### config.mk
export PLATFORM = sky130hd
export DESIGN_NAME = calendar_date_adder_core
export DESIGN_NICKNAME = d
export VERILOG_FILES = /design/src/rtl/cda_pkg.sv /design/src/rtl/cda_cdiv.sv /design/src/rtl/cda_exec.sv /design/src/rtl/cda_fifo.sv /design/src/rtl/cda_front.sv /design/src/rtl/calendar_date_adder_core.sv
export SDC_FILE = /design/constraint.sdc
export NUM_CORES = 1
export LEC_CHECK = 0
export BUFFER_PORTS_ARGS = -buffer_cell sky130_fd_sc_hd__clkbuf_2
export CAP_MARGIN = 20
export CORE_ASPECT_RATIO = 0.6
export CORE_MARGIN = 2
export CORE_UTILIZATION = 48
export DETAILED_ROUTE_END_ITERATION = 6
export PLACE_DENSITY = 0.74
export SLEW_MARGIN = 0
export SYNTH_ARGS = -nofsm -noshare
export SYNTH_HDL_FRONTEND = slang
export SYNTH_HIERARCHICAL = 1
export SYNTH_SLANG_ARGS = --single-unit
### constraint.sdc
create_clock -name clk -period 5.5 [get_ports clk]
set_clock_uncertainty 0.15 [all_clocks]
set_input_delay 0.55 -clock clk [delete_from_list [all_inputs] [get_ports clk]]
set_output_delay 0.55 -clock clk [all_outputs]
set_load 0.1 [all_outputs]
### src/rtl/cda_pkg.sv
// shared types, codes and calendar helpers for the calendar date adder
// no dependencies; imported by every module of the block but cda_cdiv
package cda_pkg;

  typedef enum logic [1:0] {
    OP_ADD_DAYS   = 2'd0,
    OP_ADD_MONTHS = 2'd1,
    OP_ADD_YEARS  = 2'd2,
    OP_LOAD       = 2'd3
  } op_t;

  localparam logic [1:0] STATUS_OK        = 2'd0;
  localparam logic [1:0] STATUS_BAD_LOAD  = 2'd1;
  localparam logic [1:0] STATUS_SATURATED = 2'd2;

  localparam int unsigned AMOUNT_FIELD_W = 16;

  localparam logic [3:0]  MONTH_JAN       = 4'd1;
  localparam logic [3:0]  MONTH_FEB       = 4'd2;
  localparam logic [3:0]  MONTH_DEC       = 4'd12;
  localparam logic [4:0]  FIRST_DAY       = 5'd1;
  localparam logic [4:0]  LAST_DAY_DEC    = 5'd31;
  localparam logic [4:0]  FEB_DAYS_LEAP   = 5'd29;
  localparam logic [4:0]  FEB_DAYS_COMMON = 5'd28;

  localparam logic [8:0]  DIVISOR_MONTHS  = 9'd12;
  localparam logic [8:0]  DIVISOR_YEARS   = 9'd400;
  localparam logic [8:0]  YEAR_MOD_LAST   = 9'd399;

  localparam int unsigned RESET_YEAR_VAL  = 2012;
  localparam logic [3:0]  RESET_MONTH     = 4'd7;
  localparam logic [4:0]  RESET_DAY       = 5'd12;
  localparam logic [8:0]  RESET_YEAR_MOD  = 9'(RESET_YEAR_VAL % 400);

  typedef struct packed {
    logic [1:0]  opcode;
    logic [15:0] amount;
    logic [15:0] load_year;
    logic [3:0]  load_month;
    logic [4:0]  load_day;
  } cmd_item_t;

  typedef struct packed {
    logic [15:0] year;
    logic [3:0]  month;
    logic [4:0]  day;
    logic [1:0]  status;
  } result_item_t;

  // classified command as it travels through the queue
  typedef struct packed {
    op_t         op;
    logic [15:0] amount;
    logic [15:0] year;
    logic [3:0]  month;
    logic [4:0]  day;
    logic        load_bad;
  } op_cmd_t;

  // leap test from the year modulo 400
  function automatic logic leap_from_mod(input logic [8:0] ymod);
    return (ymod[1:0] == 2'b00) && (ymod != 9'd100) && (ymod != 9'd200) &&
           (ymod != 9'd300);
  endfunction

  function automatic logic [4:0] month_len(input logic [3:0] m, input logic leap);
    logic [4:0] len;
    case (m) inside
      MONTH_FEB:                  len = leap ? FEB_DAYS_LEAP : FEB_DAYS_COMMON;
      4'd4, 4'd6, 4'd9, 4'd11:    len = 5'd30;
      default:                    len = 5'd31;
    endcase
    return len;
  endfunction

endpackage

### src/rtl/cda_cdiv.sv
// divider by the constants 12 and 400 using reciprocal multiplication
// no dependencies
module cda_cdiv #(
  parameter int unsigned W = 17
) (
  input  logic         clk,
  input  logic         rst,
  input  logic         start,
  input  logic [W-1:0] value,
  input  logic         by_years,
  output logic         done,
  output logic [W-1:0] quot,
  output logic [8:0]   rem
);

  // x / 12 is (x >> 2) / 3, the low two bits join the remainder
  // x / 400 is (x >> 4) / 25, the low four bits join the remainder
  // ceil(2^17 / 3) is exact below 2^17; month dividends stay below 2^17
  localparam logic [15:0] RECIP_3  = 16'd43691;
  // ceil(2^33 / 25) is exact below 2^30; year dividends reach 2^28 at most
  localparam logic [28:0] RECIP_25 = 29'd343597384;

  logic [31:0] value_ext;
  logic        pend;
  logic        pend_years;
  logic [3:0]  low_bits;
  logic [14:0] by3_op;
  logic [27:0] by25_op;
  logic [30:0] by3_prod;
  logic [56:0] by25_prod;
  logic [14:0] by3_quot;
  logic [1:0]  by3_rem;
  logic [23:0] by25_quot;
  logic [4:0]  by25_rem;

  assign value_ext = 32'(value);

  always_comb begin
    by3_quot  = 15'(by3_prod >> 17);
    by3_rem   = 2'(by3_op - by3_quot * 15'd3);
    by25_quot = 24'(by25_prod >> 33);
    by25_rem  = 5'(by25_op - 28'(by25_quot) * 28'd25);
  end

  // the product is registered first, then quotient and remainder are formed and registered
  always_ff @(posedge clk) begin
    if (rst) begin
      pend <= 1'b0;
      done <= 1'b0;
    end else begin
      pend <= start;
      done <= pend;
      if (start) begin
        pend_years <= by_years;
        low_bits   <= value_ext[3:0];
        by3_op     <= value_ext[16:2];
        by25_op    <= value_ext[31:4];
        by3_prod   <= 31'(value_ext[16:2]) * 31'(RECIP_3);
        by25_prod  <= 57'(value_ext[31:4]) * 57'(RECIP_25);
      end
      if (pend) begin
        if (pend_years) begin
          quot <= W'(by25_quot);
          rem  <= {by25_rem, low_bits};
        end else begin
          quot <= W'(by3_quot);
          rem  <= 9'({by3_rem, low_bits[1:0]});
        end
      end
    end
  end

endmodule

### src/rtl/cda_exec.sv
// back end: holds the date, executes queued commands and registers the result
// depends on cda_pkg and cda_cdiv
module cda_exec import cda_pkg::*; #(
  parameter int unsigned AMOUNT_WIDTH = 16,
  parameter int unsigned YEAR_WIDTH   = 16
) (
  input  logic         clk,
  input  logic         rst,
  input  logic         cmd_ready,
  input  op_cmd_t      cmd,
  output logic         cmd_pop,
  output logic         result_valid,
  input  logic         result_stall,
  output result_item_t result
);

  localparam int unsigned AMT_W = (AMOUNT_WIDTH < AMOUNT_FIELD_W) ? AMOUNT_WIDTH
                                                                  : AMOUNT_FIELD_W;
  localparam int unsigned DIV_W = (AMT_W + 1 > YEAR_WIDTH) ? AMT_W + 1 : YEAR_WIDTH;
  localparam logic [YEAR_WIDTH-1:0] YMAX = '1;

  typedef enum logic [2:0] {
    S_IDLE, S_DAYS, S_MONTHS, S_LOAD_CHK, S_REMOD_GO, S_REMOD, S_CLAMP, S_RESULT
  } state_t;

  state_t                state;
  logic [YEAR_WIDTH-1:0] y;
  logic [3:0]            m;
  logic [4:0]            d;
  logic [8:0]            ymod;
  logic [AMT_W-1:0]      rem_days;
  logic [1:0]            status;
  logic [15:0]           ld_year;
  logic [3:0]            ld_month;
  logic [4:0]            ld_day;

  logic                  div_start;
  logic [DIV_W-1:0]      div_value;
  logic                  div_by_years;
  logic                  div_done;
  logic [DIV_W-1:0]      div_quot;
  logic [8:0]            div_rem;

  logic [4:0]            cur_len;
  logic [4:0]            load_len;
  logic [AMT_W:0]        day_sum;
  logic [5:0]            month_rest;
  logic [AMT_W-1:0]      amt;
  logic [DIV_W-1:0]      year_room;

  cda_cdiv #(.W(DIV_W)) u_div (
    .clk      (clk),
    .rst      (rst),
    .start    (div_start),
    .value    (div_value),
    .by_years (div_by_years),
    .done     (div_done),
    .quot     (div_quot),
    .rem      (div_rem)
  );

  always_comb begin
    cur_len    = month_len(m, leap_from_mod(ymod));
    load_len   = month_len(ld_month, leap_from_mod(div_rem));
    day_sum    = (AMT_W + 1)'(rem_days) + (AMT_W + 1)'(d);
    month_rest = {1'b0, cur_len} - {1'b0, d} + 6'd1;
    amt        = cmd.amount[AMT_W-1:0];
    year_room  = DIV_W'(YMAX - y);
  end

  assign cmd_pop = (state == S_IDLE) && cmd_ready;

  always_ff @(posedge clk) begin
    if (rst) begin
      state        <= S_IDLE;
      y            <= YEAR_WIDTH'(RESET_YEAR_VAL);
      m            <= RESET_MONTH;
      d            <= RESET_DAY;
      ymod         <= RESET_YEAR_MOD;
      div_start    <= 1'b0;
      result_valid <= 1'b0;
    end else begin
      if (result_valid && !result_stall && state != S_RESULT) begin
        result_valid <= 1'b0;
      end
      unique case (state)
        S_IDLE: begin
          if (cmd_ready) begin
            ld_year  <= cmd.year;
            ld_month <= cmd.month;
            ld_day   <= cmd.day;
            unique case (cmd.op)
              OP_ADD_DAYS: begin
                status   <= STATUS_OK;
                rem_days <= amt;
                state    <= S_DAYS;
              end
              OP_ADD_MONTHS: begin
                status       <= STATUS_OK;
                div_start    <= 1'b1;
                div_by_years <= 1'b0;
                div_value    <= DIV_W'(m - MONTH_JAN) + DIV_W'(amt);
                state        <= S_MONTHS;
              end
              OP_ADD_YEARS: begin
                if (DIV_W'(amt) > year_room) begin
                  y      <= YMAX;
                  m      <= MONTH_DEC;
                  d      <= LAST_DAY_DEC;
                  status <= STATUS_SATURATED;
                end else begin
                  y      <= y + YEAR_WIDTH'(amt);
                  status <= STATUS_OK;
                end
                state <= S_REMOD_GO;
              end
              OP_LOAD: begin
                if (cmd.load_bad) begin
                  status <= STATUS_BAD_LOAD;
                  state  <= S_REMOD_GO;
                end else begin
                  status       <= STATUS_OK;
                  div_start    <= 1'b1;
                  div_by_years <= 1'b1;
                  div_value    <= DIV_W'(cmd.year);
                  state        <= S_LOAD_CHK;
                end
              end
            endcase
          end
        end
        S_DAYS: begin
          if (day_sum <= (AMT_W + 1)'(cur_len)) begin
            d     <= day_sum[4:0];
            state <= S_REMOD_GO;
          end else begin
            rem_days <= rem_days - AMT_W'(month_rest);
            if (m == MONTH_DEC && y == YMAX) begin
              // already at december of the last year, pin the day as well
              d      <= LAST_DAY_DEC;
              status <= STATUS_SATURATED;
              state  <= S_REMOD_GO;
            end else begin
              d <= FIRST_DAY;
              if (m == MONTH_DEC) begin
                y    <= y + YEAR_WIDTH'(1);
                ymod <= (ymod == YEAR_MOD_LAST) ? 9'd0 : ymod + 9'd1;
                m    <= MONTH_JAN;
              end else begin
                m <= m + 4'd1;
              end
            end
          end
        end
        S_MONTHS: begin
          div_start <= 1'b0;
          if (div_done) begin
            if (div_quot > year_room) begin
              y      <= YMAX;
              m      <= MONTH_DEC;
              d      <= LAST_DAY_DEC;
              status <= STATUS_SATURATED;
            end else begin
              y <= y + YEAR_WIDTH'(div_quot);
              m <= div_rem[3:0] + MONTH_JAN;
            end
            state <= S_REMOD_GO;
          end
        end
        S_LOAD_CHK: begin
          div_start <= 1'b0;
          if (div_done) begin
            if (ld_day > load_len) begin
              status <= STATUS_BAD_LOAD;
            end else begin
              y <= YEAR_WIDTH'(ld_year);
              m <= ld_month;
              d <= ld_day;
            end
            state <= S_REMOD_GO;
          end
        end
        S_REMOD_GO: begin
          div_start    <= 1'b1;
          div_by_years <= 1'b1;
          div_value    <= DIV_W'(y);
          state        <= S_REMOD;
        end
        S_REMOD: begin
          div_start <= 1'b0;
          if (div_done) begin
            ymod  <= div_rem;
            state <= S_CLAMP;
          end
        end
        S_CLAMP: begin
          if (d > cur_len) begin
            d <= cur_len;
          end
          state <= S_RESULT;
        end
        S_RESULT: begin
          if (!result_valid || !result_stall) begin
            result_valid  <= 1'b1;
            result.year   <= 16'(y);
            result.month  <= m;
            result.day    <= d;
            result.status <= status;
            state         <= S_IDLE;
          end
        end
        default: state <= S_IDLE;
      endcase
    end
  end

endmodule

### src/rtl/cda_fifo.sv
// two-entry command queue between the front and back ends
// depends on cda_pkg for the command type
module cda_fifo import cda_pkg::*; (
  input  logic    clk,
  input  logic    rst,
  input  logic    push,
  input  op_cmd_t push_data,
  output logic    full,
  input  logic    pop,
  output logic    ready,
  output op_cmd_t pop_data
);

  op_cmd_t    slots [2];
  logic       wr_ptr;
  logic       rd_ptr;
  logic [1:0] count;

  assign full     = count == 2'd2;
  assign ready    = count != 2'd0;
  assign pop_data = slots[rd_ptr];

  always_ff @(posedge clk) begin
    if (rst) begin
      wr_ptr <= 1'b0;
      rd_ptr <= 1'b0;
      count  <= 2'd0;
    end else begin
      if (push) begin
        slots[wr_ptr] <= push_data;
        wr_ptr        <= ~wr_ptr;
      end
      if (pop) begin
        rd_ptr <= ~rd_ptr;
      end
      if (push && !pop) begin
        count <= count + 2'd1;
      end else if (pop && !push) begin
        count <= count - 2'd1;
      end
    end
  end

endmodule

### src/rtl/cda_front.sv
// front end: takes commands, masks the amount and pre-checks date loads
// depends on cda_pkg
module cda_front import cda_pkg::*; #(
  parameter int unsigned AMOUNT_WIDTH = 16,
  parameter int unsigned YEAR_WIDTH   = 16
) (
  input  logic      cmd_valid,
  output logic      cmd_stall,
  input  cmd_item_t cmd,
  input  logic      queue_full,
  output logic      push,
  output op_cmd_t   push_data
);

  localparam int unsigned AMT_W = (AMOUNT_WIDTH < AMOUNT_FIELD_W) ? AMOUNT_WIDTH
                                                                  : AMOUNT_FIELD_W;
  localparam int unsigned CMP_W = (YEAR_WIDTH > 16) ? YEAR_WIDTH : 16;
  localparam logic [CMP_W-1:0] YMAX_EXT = CMP_W'({YEAR_WIDTH{1'b1}});

  logic year_bad;
  logic month_bad;
  logic day_bad;

  assign cmd_stall = queue_full;
  assign push      = cmd_valid && !queue_full;

  always_comb begin
    year_bad  = CMP_W'(cmd.load_year) > YMAX_EXT;
    month_bad = (cmd.load_month < MONTH_JAN) || (cmd.load_month > MONTH_DEC);
    // february 29 is let through here and settled once the leap test is known
    day_bad   = (cmd.load_day == 5'd0) || (cmd.load_day > month_len(cmd.load_month, 1'b1));

    push_data.op       = op_t'(cmd.opcode);
    push_data.amount   = AMOUNT_FIELD_W'(cmd.amount[AMT_W-1:0]);
    push_data.year     = cmd.load_year;
    push_data.month    = cmd.load_month;
    push_data.day      = cmd.load_day;
    push_data.load_bad = year_bad || month_bad || day_bad;
  end

endmodule

### src/rtl/calendar_date_adder_core.sv
// top level of the calendar date adder: front end, command queue, back end
// depends on cda_pkg, cda_front, cda_fifo, cda_exec (and cda_cdiv below it)
//
// Keeps one Gregorian date (reset value 12 July 2012) and applies one command
// per transaction: add days, add months, add years, or load a date. Every
// command returns exactly one result carrying the date after the command and
// a status: ok, load rejected (date left unchanged), or year saturated (date
// pinned to 31 December of the largest year). Month and year adds clamp the
// day to the length of the new month. Commands enter a two-entry queue, so up
// to two may be taken while the back end is busy or its result is stalled.
// The back end works on one command at a time. A day add steps one month per
// cycle, and the largest day add crosses about 2150 months. Each command
// makes one pass of the reciprocal divider by 400 to keep the year modulo
// 400 for the leap test, so no wide remainder logic sits in the month walk;
// month adds and loads that pass the front-end checks make one more pass,
// by 12 or by 400. A stalled result holds the back end until it is taken.
module calendar_date_adder_core import cda_pkg::*; #(
  parameter int unsigned AMOUNT_WIDTH = 16,
  parameter int unsigned YEAR_WIDTH   = 16
) (
  input  logic         clk,
  input  logic         rst,
  // command channel
  input  logic         cmd_valid,
  output logic         cmd_stall,
  input  cmd_item_t    cmd,
  // result channel
  output logic         result_valid,
  input  logic         result_stall,
  output result_item_t result
);

  logic    push;
  op_cmd_t push_data;
  logic    queue_full;
  logic    queue_ready;
  logic    queue_pop;
  op_cmd_t queue_head;

  // classify and pre-check commands on their way into the queue
  cda_front #(
    .AMOUNT_WIDTH (AMOUNT_WIDTH),
    .YEAR_WIDTH   (YEAR_WIDTH)
  ) u_front (
    .cmd_valid  (cmd_valid),
    .cmd_stall  (cmd_stall),
    .cmd        (cmd),
    .queue_full (queue_full),
    .push       (push),
    .push_data  (push_data)
  );

  // decouples acceptance from execution
  cda_fifo u_fifo (
    .clk       (clk),
    .rst       (rst),
    .push      (push),
    .push_data (push_data),
    .full      (queue_full),
    .pop       (queue_pop),
    .ready     (queue_ready),
    .pop_data  (queue_head)
  );

  // date state, month walk, divider and result register
  cda_exec #(
    .AMOUNT_WIDTH (AMOUNT_WIDTH),
    .YEAR_WIDTH   (YEAR_WIDTH)
  ) u_exec (
    .clk          (clk),
    .rst          (rst),
    .cmd_ready    (queue_ready),
    .cmd          (queue_head),
    .cmd_pop      (queue_pop),
    .result_valid (result_valid),
    .result_stall (result_stall),
    .result       (result)
  );

endmodule
Yosys cells after proc, flatten, opt, wreduce, memory -nomap -nowiden
Memories as Yosys holds them, arrays and structs flattened. A register that Yosys moved wholly into a read port is not among the register bits.
Index checks and enable logic that the tools add are counted.

word-level totals
  register bits = 238
  output and inout bits = 29
  memories = 1
  bits in writable memories = 88
  word-level logic and storage cells = 271

memory list
  memory        depth  bits a word  read ports  clocked after Yosys merged registers in  wr ports  RTL line        RTL
  u_fifo.slots  2      44           1           1                                        1         cda_fifo.sv:14  op_cmd_t slots [2];

operators by class
  multiply operators = 4
  muxes and demuxes = 94
  equality and inequality tests = 56
  magnitude comparators = 9
  reduce and logical (&&, ||, !) cells = 55
  bitwise logic cells = 3
  $add $sub $neg = 17

operators with widths
  cell                    count
  $mux 16                 13
  $pmux 17 s2             2
  $pmux 16 s4             1
  $mux 5                  12
  $mux 9                  5
  $mux 4                  11
  $mul 13x26->39 const B  1
  $reduce_and 9->1        4
  $mux 17                 2
  $add 16x16->16          2
  $pmux 16 s2             1
  $mul 15x16->31 const B  1
  $eq 4x4->1 const B      7
  $pmux 5 s5              1
  $eq 4x3->1 const B      6
  $mux 2                  11
  $mux 3                  7
  $pmux 3 s7              1
  $reduce_and 5->1        4
  $ne 2x2->1 const B      9
  $ne 9x7->1 const B      2
  $ne 9x8->1 const B      2
  $ne 9x9->1 const B      2
  $pmux 9 s2              1
  other kinds (59)        130

Longest topological paths before layout
  depth in word-level cells = 11
  mapped depth = 20
  mapped depth without buffers = 20

Hierarchy
The synthesis kept the hierarchy.

modules (own cells, without submodules)
  module     area an instance (um2)  times used  cells an instance  sequential area each (um2)
  cda_cdiv   10,307.4                1           969                1,721.7
  cda_exec   10,100.9                1           1,151              3,423.3
  cda_fifo   3,402.0                 1           159                2,742.6
  cda_front  456.7                   1           63                 0.0

Worst setup path after synthesis
No wires, ideal clock.

  path type = flip-flop to flip-flop
  start = register u_exec.div_value[11]
  end = register u_exec.u_div.by3_prod[30] (data pin)
  period minus slack after synthesis = 5,744 ps
  slack = -244 ps
  stages on the path, launching flop included = 20
  arrival = 5,335 ps
  library setup time = 260 ps
  cell sequence = edfxtp_1 -> ha_1 -> fa_1 -> inv_1 -> fa_1 -> inv_1 -> fa_1 -> inv_1 -> fa_1 -> inv_1 -> ha_1 -> ha_1 -> o21a_1 -> o221ai_1 -> a21oi_1 -> a211oi_1 -> o21ai_1 -> a211o_1 -> a21oi_1 -> xnor2_1

on the way
  cells in the longest elaborated chain, start to end = 1

ends and longest elaborated chain
  element                   RTL line         RTL
  start: declaration        cda_exec.sv:38   logic [DIV_W-1:0] div_value;
  start signal: assignment  cda_exec.sv:102  div_value <= DIV_W'(m - MONTH_JAN) + DIV_W'(amt);
  start signal: assignment  cda_exec.sv:125  div_value <= DIV_W'(cmd.year);
  start signal: assignment  cda_exec.sv:186  div_value <= DIV_W'(y);
  $mul 15x16->31            cda_cdiv.sv:58   by3_prod <= 31'(value_ext[16:2]) * 31'(RECIP_3);
  end signal: assignment    cda_cdiv.sv:58
  end: declaration          cda_cdiv.sv:29   logic [30:0] by3_prod;

No other way between the ends.
A chain may end at the register's enable or synchronous reset.

Worst setup path after layout
  start = register u_exec.div_value[10]
  end = register u_exec.u_div.by25_prod[41] (data pin)

on the way
  cells in the longest elaborated chain, start to end = 1

ends and longest elaborated chain
  element                 RTL line        RTL
  $mul 13x26->39          cda_cdiv.sv:59  by25_prod <= 57'(value_ext[31:4]) * 57'(RECIP_25);
  end signal: assignment  cda_cdiv.sv:59
  end: declaration        cda_cdiv.sv:30  logic [56:0] by25_prod;

No other way between the ends.

==> qor.tcl <==
set qor(h-tree-depth) 1
set qor(worst-slew-pin-transition_ns) 1.11
set qor(final_area_mm2) 0.0276
set qor(cts_root_buffer) {clkbuf_16}
set qor(relative_max_transition_margin_pct) 25.9
set qor(first_iter_violations) 2484
set qor(worstSetupPathType) {reg2reg}
set qor(fin_crit_sh_pct) 103
set qor(grt_overflow_total) 0
set qor(hold_viol_final) 0
set qor(design.die.area_mm2) 0.0524
set qor(netlist-cell-type-count) 98
set qor(core-area_mm2) 0.0497
set qor(fraction_of_synthesized_area_in_multiplexers_pct) 3.02
set qor(ys.flop_type) {edfxtp_1}
set qor(synth_async_sr_flop_share_pct) 0
set qor(routed_wl_um) 78200
set qor(synth_edf_count) 232
set qor(critPathLaunchType) {flip-flop}
set qor(horizontal_extent_of_the_die_um) 294
set qor(first_pass_iters) 6
set qor(worst_hold_path_type) {in2reg}
set qor(largest_family_of_logic_cells_by_synthesized_area) {adder cells}
set qor(finalNonFillerCells) 3180
set qor(drcViolationCount) 0
set qor(synth-compound-area-share_pct) 13.3
set qor(detailed_place.area_mm2) 0.0259
set qor(pin_count_of_the_biggest_net_entering_global_routing) 45
set qor(cts-buffers-inserted) 26
set qor(ys_seq_area_share_pct) 32.5
set qor(dr_vias_cell) 6.06
set qor(post_synth_and_or_nand_nor_area_fraction_pct) 10.6
set qor(cts-hold-fix-buffers) 0
set qor(area.growth.synth_to_final_pct) 13.9
set qor(cts_tree) {yes}
set qor(initial_utilization_pct) 48.9
set qor(drt.antenna.violating_nets) 0
set qor(die_height_um) 178
set qor(setup_violations) 12
set qor(ys.warnings.count) 6
set qor(critical_path_required_ns) 5.66
set qor(slew_violations) 0
set qor(kind_of_end_point_of_the_critical_path) {flip-flop}
set qor(grt_setup_unrepaired) {yes}
set qor(max_freq_mhz) 177
set qor(cp_max_fo) 3
set qor(timing.final.ws_setup_ns) -0.154
set qor(routedWlPerCell_um) 24.6
set qor(syn-cell-area_mm2) 0.0243
set qor(outcome) {finished with violations}
set qor(gp_congestion) 1.01
set qor(clkSinkCount) 278
set qor(drive_above_1_share_pct) 19.8
set qor(instance_count_after_placement_with_tap_cells_included) 3097
set qor(grt_pass1_vias) 18500
set qor(number_of_antenna_violations_at_the_first_check_in_global_routing) 1
set qor(synthXorXnorAreaFrac_pct) 4.04
set qor(timing.final.crit_period_ns) 5.65
set qor(floorplan.rows) 63
set qor(failed_checks) {setup timing}
set qor(grt_first_pass_wirelength_um) 116000
set qor(hold_slack_ns) 0.0266
set qor(final_net_count) 3023
set qor(largest_cells_by_area_after_synthesis) {edfxtp_1, ha_1, fa_1}
set qor(synth-adder-area-share_pct) 28.9
set qor(track_usage_pct) 29.9
set qor(cts-root-to-sink-buffers) 3
set qor(synth_top_area_share_pct) 28.7
set qor(fill_cells) 4175
set qor(arrival_ns) 5.81
set qor(insertedDiodeCount) 0
set qor(synthesis.area_per_instance_um2) 10.4
set qor(yosys.area.top_type) {edfxtp_1}
set qor(dp.final_hpwl_um) 62900
set qor(placement.io_buffers) 75
set qor(worstSkewPairLatency_ns) 0.56
set qor(seq_cells_post_synth) 278
set qor(drv_cap) 0
set qor(worst_setup_hold_path_clk_slew_ns) 0.08
set qor(synthesis.instances) 2342
set qor(route.vias.total) 19300
set qor(io_pins) 76
==> cell type report <==
class	instances	area, µm²	area share [%]
clock buffer	30	687	2.49
clock inverter	17	124	0.448
inverter	322	1210	4.38
multi-input combinational	1638	15200	55.0
sequential	278	7890	28.5
tap	650	813	2.94
timing repair buffer	245	1720	6.22
==> layout by cell type, fill, tap and decap left out, drive strengths merged, types with 28 or more instances in the layout <==
cell type	synthesis	final
inv	322	323
ha	306	306
edfxtp	232	232
buf	70	170
fa	159	159
nand2	128	128
o21ai	125	125
a21oi	124	124
clkbuf	36	105
nor2	102	102
xnor2	66	66
mux2	57	57
nand3	52	52
dfxtp	46	46
xor2	46	46
a21o	43	43
nor3	43	43
nand4	30	30
a211oi	30	30
a31oi	28	28
==> logic make-up after synthesis <==
kind of cell / after synthesis
flops: 278
buf+inv: 428
mux: 66
other cells: 1
fa+ha+maj: 465
xor+xnor: 112
simple gates: 501
compound gates: 491
==> timing repair <==
action | CTS | global route
endpoints found under the setup margin | 19 | 22
buffers inserted | 20 | 14
gates resized for setup | 73 | 54
pin swaps | 69 | 54
gates cloned | 0 | 0
==> worst max-delay path, stage by stage, from the launching register on <==
cell	delay, ns
edfxtp_1	0.52
buf_6	0.19
fa_2	0.59
fa_1	0.45
fa_2	0.49
fa_1	0.52
inv_2	0.04
fa_1	0.51
inv_2	0.05
ha_4	0.26
nand4_1	0.18
nor3_2	0.21
nand4b_1	0.17
a311oi_1	0.29
o31a_1	0.27
o41a_1	0.19
mux2i_1	0.20
o211ai_1	0.11
==> registers in the layout (all words and copies together) (netlist names), 12 cells and up, named ones only <==
name	count
u_exec/y	16
u_exec/ld_year	16
u_exec/u_div/quot	14
u_exec/div_value	17
u_exec/rem_days	16
u_fifo/slots	88
u_exec/result	27
u_exec/u_div/by3_prod	14
u_exec/u_div/by25_prod	12
==> stage by stage <==
stage,setup TNS [ns],utilization [%],worst slack (ns)
after detailed placement,-2.17,52.2,-0.239
final,-0.748,55.7,-0.154
after global routing,-1.91,55.7,-0.253
after CTS,-0.0822,54.8,-0.0352
after global placement,-0.612,52.1,-0.137
after floorplan,-0.00974,-,-0.00974
==> synth_stat cells (13+ instances only) <==
cell and number:
o21a_1 13, a21oi_1 124, edfxtp_1 232, dfxtp_1 46, fa_1 159, nor2_1 102, mux2_2 57, a21o_1 42
a31oi_1 26, buf_4 48, or3_1 14, o211ai_1 17, xor2_1 46, nor3_1 41, xnor2_1 66, ha_1 306
inv_1 322, nor2b_1 27, clkbuf_1 35, and3_1 15, nand2_1 126, nand4_1 30, a211oi_1 29, and2_1 17
o21ai_0 118, nand3_1 51
==> worst paths after layout <==
kind                                                   end                     start  depth (start not counted)  slack, ns
worst max-delay path            u_exec/u_div/by25_prod[41]      u_exec/div_value[10]                         17      -0.15
worst min-delay path                   u_fifo/slots[0][15]                   cmd[14]                          1       0.03
worst max register to register  u_exec/u_div/by25_prod[41]      u_exec/div_value[10]                         17      -0.15
worst min register to register         u_exec/u_div/rem[1]  u_exec/u_div/low_bits[1]                          0       0.27
==> routing by layer <==
layer / track usage [%] / wire length [µm] / vias to the layer above
met3: 12.2 / 12200 / 59
met1: 49.2 / 38000 / 9477
li1: - / - / 8624
met5: 0 / 0 / -
met2: 36.0 / 27200 / 1116
met4: 3.00 / 760 / 0
Power is left out: the tool's default activity adds up to more than one toggle a clock period on the data nets, which glitch-free logic cannot reach.
